<file path="src/rtl/lrukv_pkg.sv">
// lrukv_pkg: shared types and constants for the lru key/value cache
// request and response transaction structs, action codes, store sizing
// no dependencies
package lrukv_pkg;

	localparam int MAX_ENTRIES = 16;
	localparam int IDX_W       = (MAX_ENTRIES > 1) ? $clog2(MAX_ENTRIES) : 1;
	localparam int CNT_W       = $clog2(MAX_ENTRIES + 1);
	localparam int CAP_W       = 5;
	localparam int KEY_W       = 32;
	localparam int VAL_W       = 32;
	localparam logic [CAP_W-1:0] CAP_RESET = CAP_W'(16);

	typedef enum logic {
		ACT_GET = 1'b0,
		ACT_PUT = 1'b1
	} action_t;

	typedef struct packed {
		action_t                   action;
		logic signed [KEY_W-1:0]   key;
		logic signed [VAL_W-1:0]   data_in;
	} req_t;

	typedef struct packed {
		logic                      found;
		logic signed [VAL_W-1:0]   data_out;
	} rsp_t;

endpackage

</file>
<file path="src/rtl/lrukv_store.sv">
// lrukv_store: entry storage, parallel key match and lru rank update
// one transaction is looked up combinationally and its update registered when en is high
// depends on lrukv_pkg
module lrukv_store (
	input  logic                         clk,
	input  logic                         arst_n,
	input  logic                         en,
	input  lrukv_pkg::req_t              item,
	input  logic [lrukv_pkg::CAP_W-1:0]  capacity,
	output lrukv_pkg::rsp_t              result
);
	import lrukv_pkg::*;

	localparam int CMP_W = (CNT_W > CAP_W) ? CNT_W : CAP_W;

	logic [KEY_W-1:0]   key_q  [MAX_ENTRIES];
	logic [VAL_W-1:0]   val_q  [MAX_ENTRIES];
	logic [IDX_W-1:0]   rank_q [MAX_ENTRIES];
	logic [MAX_ENTRIES-1:0] valid_q;
	logic [CNT_W-1:0]   count_q;

	logic [MAX_ENTRIES-1:0] hit_vec;
	logic               hit;
	logic [IDX_W-1:0]   hit_idx;
	logic [IDX_W-1:0]   hit_rank;
	logic [VAL_W-1:0]   hit_val;
	logic [IDX_W-1:0]   free_idx;
	logic [IDX_W-1:0]   old_idx;
	logic [CNT_W-1:0]   cnt_m1;
	logic [CMP_W-1:0]   cap_w;
	logic [CMP_W-1:0]   cnt_w;
	logic               room;
	logic               is_put;
	logic               upd;
	logic               wr_key;
	logic               wr_val;
	logic               ins_free;
	logic [IDX_W-1:0]   tgt;
	logic [IDX_W:0]     thr;

	// parallel match and one-hot read of the hit entry
	always_comb begin
		hit_idx  = '0;
		hit_rank = '0;
		hit_val  = '0;
		for (int i = 0; i < MAX_ENTRIES; i++) begin
			hit_vec[i] = valid_q[i] && (key_q[i] == item.key);
			if (hit_vec[i]) begin
				hit_idx = IDX_W'(i);
			end
			hit_rank = hit_rank | (rank_q[i] & {IDX_W{hit_vec[i]}});
			hit_val  = hit_val  | (val_q[i]  & {VAL_W{hit_vec[i]}});
		end
		hit = |hit_vec;
	end

	// lowest free slot, and the oldest valid entry (rank count-1)
	always_comb begin
		free_idx = '0;
		old_idx  = '0;
		cnt_m1   = count_q - CNT_W'(1);
		for (int i = MAX_ENTRIES - 1; i >= 0; i--) begin
			if (!valid_q[i]) begin
				free_idx = IDX_W'(i);
			end
			if (valid_q[i] && (rank_q[i] == cnt_m1[IDX_W-1:0])) begin
				old_idx = IDX_W'(i);
			end
		end
	end

	// effective capacity: zero acts as one, saturates at the store size
	always_comb begin
		cap_w = CMP_W'(capacity);
		if (cap_w == '0) begin
			cap_w = CMP_W'(1);
		end else if (cap_w > CMP_W'(MAX_ENTRIES)) begin
			cap_w = CMP_W'(MAX_ENTRIES);
		end
		cnt_w = CMP_W'(count_q);
		room  = cnt_w < cap_w;
	end

	always_comb begin
		is_put   = (item.action == ACT_PUT);
		upd      = en && (is_put || hit);
		wr_val   = en && is_put;
		wr_key   = en && is_put && !hit;
		ins_free = en && is_put && !hit && room;
		if (hit) begin
			tgt = hit_idx;
			thr = {1'b0, hit_rank};
		end else if (room) begin
			tgt = free_idx;
			thr = {1'b1, {IDX_W{1'b0}}};	// every valid entry ages
		end else begin
			tgt = old_idx;
			thr = {1'b0, cnt_m1[IDX_W-1:0]};
		end
	end

	always_ff @(posedge clk or negedge arst_n) begin
		if (!arst_n) begin
			valid_q <= '0;
			count_q <= '0;
			for (int i = 0; i < MAX_ENTRIES; i++) begin
				rank_q[i] <= '0;
			end
		end else begin
			if (upd) begin
				for (int i = 0; i < MAX_ENTRIES; i++) begin
					if (IDX_W'(i) == tgt) begin
						rank_q[i] <= '0;
					end else if (valid_q[i] && ({1'b0, rank_q[i]} < thr)) begin
						rank_q[i] <= rank_q[i] + IDX_W'(1);
					end
				end
			end
			if (ins_free) begin
				valid_q[tgt] <= 1'b1;
				count_q      <= count_q + CNT_W'(1);
			end
		end
	end

	always_ff @(posedge clk) begin
		if (wr_key) begin
			key_q[tgt] <= item.key;
		end
		if (wr_val) begin
			val_q[tgt] <= item.data_in;
		end
	end

	always_comb begin
		result.found    = hit;
		result.data_out = hit ? hit_val : '1;
	end

	a_count_matches_valid: assert property (@(posedge clk) disable iff (!arst_n)
		CNT_W'($countones(valid_q)) == count_q)
		else $error("entry count differs from number of valid entries");

	a_keys_unique: assert property (@(posedge clk) disable iff (!arst_n)
		$onehot0(hit_vec))
		else $error("more than one entry matches a key");

	a_evict_keeps_count: assert property (@(posedge clk) disable iff (!arst_n)
		en && is_put && !hit && !room |=> $stable(count_q))
		else $error("eviction changed the entry count");

	a_put_fills: assert property (@(posedge clk) disable iff (!arst_n)
		en && is_put |=> valid_q != '0)
		else $error("store empty after a put");

endmodule

</file>
<file path="src/rtl/lru_key_value_cache.sv">
// lru_key_value_cache: top level with request register, store and response register
// depends on lrukv_pkg and lrukv_store
//
//  channel | direction | handshake            | payload
//  req     | in        | req_valid/req_stall  | req_t: action, key, data_in
//  rsp     | out       | rsp_valid/rsp_stall  | rsp_t: found, data_out (gets only)
//  cfg     | in        | cfg_valid/cfg_ready  | capacity (5 bits)
//
// one transaction per cycle while req_stall is low; a get answer passes the request register
// and then the response register; the lookup and lru update run between the two registers,
// and the update is seen by the very next transaction
// a put never waits on rsp; a get waits in the request register while an answer is held and rsp stalls
// reset clears valid marks, ranks, count and sets capacity to 16; no clearing pass
module lru_key_value_cache (
	input  logic                         clk,
	input  logic                         arst_n,
	input  logic                         req_valid,
	output logic                         req_stall,
	input  lrukv_pkg::req_t              req,
	output logic                         rsp_valid,
	input  logic                         rsp_stall,
	output lrukv_pkg::rsp_t              rsp,
	input  logic                         cfg_valid,
	output logic                         cfg_ready,
	input  logic [lrukv_pkg::CAP_W-1:0]  cfg_data
);
	import lrukv_pkg::*;

	req_t             req_s1;
	logic             vld_s1;
	rsp_t             rsp_q;
	logic             rsp_vld_q;
	logic [CAP_W-1:0] capacity_q;
	rsp_t             res;
	logic             emits;
	logic             out_free;
	logic             adv;

	assign cfg_ready = 1'b1;
	assign emits     = vld_s1 && (req_s1.action == ACT_GET);
	assign out_free  = !rsp_vld_q || !rsp_stall;
	assign adv       = vld_s1 && (!emits || out_free);
	assign req_stall = vld_s1 && !adv;
	assign rsp_valid = rsp_vld_q;
	assign rsp       = rsp_q;

	always_ff @(posedge clk or negedge arst_n) begin
		if (!arst_n) begin
			capacity_q <= CAP_RESET;
		end else if (cfg_valid && cfg_ready) begin
			capacity_q <= cfg_data;
		end
	end

	always_ff @(posedge clk or negedge arst_n) begin
		if (!arst_n) begin
			vld_s1    <= 1'b0;
			rsp_vld_q <= 1'b0;
		end else begin
			if (req_valid && !req_stall) begin
				vld_s1 <= 1'b1;
			end else if (adv) begin
				vld_s1 <= 1'b0;
			end
			if (adv && emits) begin
				rsp_vld_q <= 1'b1;
			end else if (!rsp_stall) begin
				rsp_vld_q <= 1'b0;
			end
		end
	end

	always_ff @(posedge clk) begin
		if (req_valid && !req_stall) begin
			req_s1 <= req;
		end
		if (adv && emits) begin
			rsp_q <= res;
		end
	end

	lrukv_store u_store (
		.clk      (clk),
		.arst_n   (arst_n),
		.en       (adv),
		.item     (req_s1),
		.capacity (capacity_q),
		.result   (res)
	);

endmodule

</file>
<file path="config.mk">
export PLATFORM = sky130hd
export DESIGN_NAME = lru_key_value_cache
export DESIGN_NICKNAME = d
export VERILOG_FILES = /design/src/rtl/lrukv_pkg.sv /design/src/rtl/lrukv_store.sv /design/src/rtl/lru_key_value_cache.sv
export SDC_FILE = /design/constraint.sdc
export NUM_CORES = 2
export LEC_CHECK = 0
export ABC_AREA = 1
export BUFFER_PORTS_ARGS = -buffer_cell sky130_fd_sc_hd__buf_2
export CAP_MARGIN = 10
export CORE_MARGIN = 5
export CORE_UTILIZATION = 53
export DETAILED_ROUTE_END_ITERATION = 16
export GPL_TIMING_DRIVEN = 0
export PLACE_DENSITY_LB_ADDON = 0.12
export SLEW_MARGIN = 40
export SYNTH_ARGS = -nofsm -noshare
export SYNTH_HDL_FRONTEND = slang
export SYNTH_HIERARCHICAL = 1
export SYNTH_SLANG_ARGS = --single-unit
export TNS_END_PERCENT = 5
</file>
<file path="constraint.sdc">
create_clock -name clk -period 11.5 [get_ports clk]
set_input_delay 0 -clock clk [delete_from_list [all_inputs] [get_ports clk]]
set_output_delay 0 -clock clk [all_outputs]
set_load 0.01 [all_outputs]
</file>
==> results.py <==
metrics = {
    "global_routing": {
        "grt_max_degree": 50,
        "grt_pass1_vias": 37000,
        "grt_first_pass_wirelength_um": 264000,
        "grt_overflow": 0,
        "grt_usage": 0.347,
        "antenna_found_initial": 12,
    },
    "cts": {
        "postCtsSetupRepairBufs": 0,
        "clock_latency_ns": 0.76,
        "clock_path_buffers": 3,
        "root_buffer": "clkbuf_16",
        "cts_max_level": 4,
        "tritoncts": "yes",
        "path_clk_slew_ns": 0.06,
        "cts_buffers": 131,
        "cts.sinks": 1214,
    },
    "timing": {
        "hold_viol": 0,
        "rsz0062_at_grt": "no",
        "worst_pin_slew_ns": 0.932,
        "skew_ns": 0.0251,
        "fmax_ghz": 0.142,
        "setup-tns-final_ns": 0,
        "drv_slew": 0,
        "fin_crit_ns": 7.02,
        "relSlewSlack": 0.379,
        "fin_crit_sh": 0.611,
        "setup_viol": 0,
    },
    "detailed_routing": {
        "wire_per_inst_um": 29.0,
        "first_pass_iters": 6,
        "vias": 39500,
        "drc": 0,
        "wl_met3_um": 27400,
        "drtAntennaViolNets": 0,
        "highest_layer": "met5",
        "dr.first_iter.drc_count": 6241,
        "routed_wl_um": 188000,
        "dr_wl_met2_um": 79700,
        "met1_length_um": 72800,
        "vias_per_cell": 6.10,
    },
    "yosys": {
        "yosysWarnings": 6,
        "synth_cell_type_count": 61,
        "ys_seq_elements": 1214,
        "synth-edff-count": 1122,
        "yosys.area.top_type": "edfxtp_1",
        "syn_area_um2": 53200,
        "postSynth.asyncResetShare": 0.0758,
        "synthCells": 4502,
        "synth.most_common_cell": "edfxtp_1",
        "synth_top_area_share": 0.634,
        "synth_common_cells": "edfxtp_1, nand2_1, inv_1",
        "ys_top_cells_by_area": "edfxtp_1, nand2_1, dfrtp_1",
        "synth_fp_nets": 4631,
        "yosysSeqAreaShare": 0.677,
        "ys.flop_type": "edfxtp_1",
        "syn_avg_cell_area_um2": 11.8,
    },
    "finish": {
        "n_fill_cell": 7674,
        "fin_cells": 6484,
        "final_nets": 5213,
        "syn_to_final_growth_pct": 19.4,
        "drive_gt1_frac": 0.153,
    },
    "setup_path": {
        "cp-end-kind": "register",
        "critPathRequiredTime_ns": 12.15,
        "startpoint_type": "register",
        "crit_type": "reg -> reg",
        "arrival_ns": 7.67,
        "crit_path_frequent_cell": "nand2_1",
        "slowest_delay_ns": 0.68,
        "slowest_stage": "edfxtp_1",
        "crit_fanout": 16,
    },
    "power": {
        "p_leak_uw": 0.0245,
        "switchingPower_uw": 4850,
        "pwr-share-seq": 0.431,
        "power_frac_clock": 0.288,
        "p_comb_frac": 0.280,
        "p_sw_frac": 0.349,
        "p_int_uw": 9020,
        "power_density_nw_per_um2": 218,
        "ir_drop_v": 0.000178,
    },
    "placed_design": {
        "dp_cells": 6092,
        "io_buffer_count": 108,
        "place_congestion": 1.01,
        "dp_hpwl_um": 131000,
    },
    "die": {
        "io_pins": 111,
        "dieArea_um2": 107000,
        "die_x_um": 327,
        "initial_utilization": 0.532,
        "coreArea_um2": 99900,
        "fp.dieH_um": 327,
        "rows": 116,
    },
    "run_status": {
        "status": "completed",
    },
    "hold_path": {
        "hold_class": "in -> reg",
    },
    "flow_run": {
        "drv_cap": 0,
    },
}
worst paths after layout:
check	from	end	slack [ns]	depth (start not counted)
min reg2reg	u_store/cnt_w[4]$_DFFE_PN0P_	u_store/cnt_w[4]$_DFFE_PN0P_	0.47	1
min in group asynchronous	arst_n	capacity_q[4]$_DFFE_PN1P_	0.35	3
max	req_s1[32]$_DFFE_PP_	u_store/rank_q[62]$_DFFE_PN0P_	4.48	30
min	req[6]	req_s1[6]$_DFFE_PP_	0.09	2
max in group asynchronous	arst_n	rsp_valid$_DFFE_PN0P_	10.87	4
max reg2reg	req_s1[32]$_DFFE_PP_	u_store/rank_q[62]$_DFFE_PN0P_	4.48	30
logic make-up after synthesis:
kind of cell / count (synthesis) / synth area share
flip-flops: 1214 / 0.677
XOR/XNOR: 214 / 0.0353
other: 1 / 0.0000705
AND/OR/NAND/NOR: 1718 / 0.144
adder cells (fa/ha/maj): 54 / 0.0127
buffers and inverters: 666 / 0.0538
AO/OA/AOI/OAI: 635 / 0.0777
cell usage in the layout, fill, tap and decap left out, types with 101 or more instances in the layout:
cell type / count
nand4_1: 114
buf_2: 164
xnor2_1: 159
nand3_1: 144
clkbuf_16: 132
o21ai_0: 189
a221oi_1: 129
nand2_1: 972
o21ai_1: 101
inv_1: 459
nor2_1: 281
dlygate4sd3_1: 155
edfxtp_1: 1122
flip-flops by register name, indices dropped and copies added, names as in the netlist:
register	count
rsp_valid	1
u_store/valid_q	16
u_store/key_q	512
u_store/val_q	512
u_store/cnt_w	5
req_s1	65
rsp	33
vld_s1	1
u_store/rank_q	64
capacity_q	5
metrics by stage:
stage / power (uW) / instance area [um2] / hold WS (ns) / setup slack [ns] / util
floorplan: 8300 / 53200 / -0.296 / 5.77 / -
global placement: 9470 / 55300 / 0.176 / 0.929 / 0.554
detailed placement: 9780 / 57900 / -0.0414 / 4.92 / 0.580
CTS: 13800 / 63500 / 0.0222 / 4.92 / 0.636
global route: 14400 / 63500 / 0.0617 / 4.35 / 0.636
finish: 13900 / 63500 / 0.0881 / 4.48 / 0.636
per-layer routing:
metal / global-route usage / vias up
met5: 0 / -
met4: 0.135 / 4
met3: 0.101 / 473
met2: 0.504 / 2812
met1: 0.499 / 19300
li1: - / 16900
power groups by stage:
stage               clock network (uW)  registers, uW  logic (uW)
global route                      4220           6030        4180
CTS                               4030           5970        3780
floorplan                            0           5970        2340
finish                            4000           5980        3890
detailed placement                   0           6050        3720
global placement                     0           6170        3290
critical path, delay by kind of cell, from the launching register on:
kind / cells / cell delay (ns)
AO/OA/AOI/OAI: 1 / 0.13
adder cells (fa/ha/maj): 1 / 0.36
buffers and inverters: 6 / 2.11
flip-flops: 1 / 0.68
AND/OR/NAND/NOR: 22 / 3.58
what timing repair did:
action / CTS / global route
hold buffers: 156 / 0
gates resized for setup: 0 / 0
hold endpoints to repair: 230 / 0
final cells by class:
cell class              count  area [um2]  share of cell area
flip-flops and latches   1214       36000               0.567
multi-input cells        2622       14500               0.229
repair buffers            449        4430              0.0697
clock buffers             162        3450              0.0543
inverters                 511        1940              0.0305
well taps                1298        1620              0.0256
plain buffers             155         957              0.0151
clock inverters            71         572             0.00900
diodes                      2        5.00           0.0000788
(Power assumes the default switching activity.)
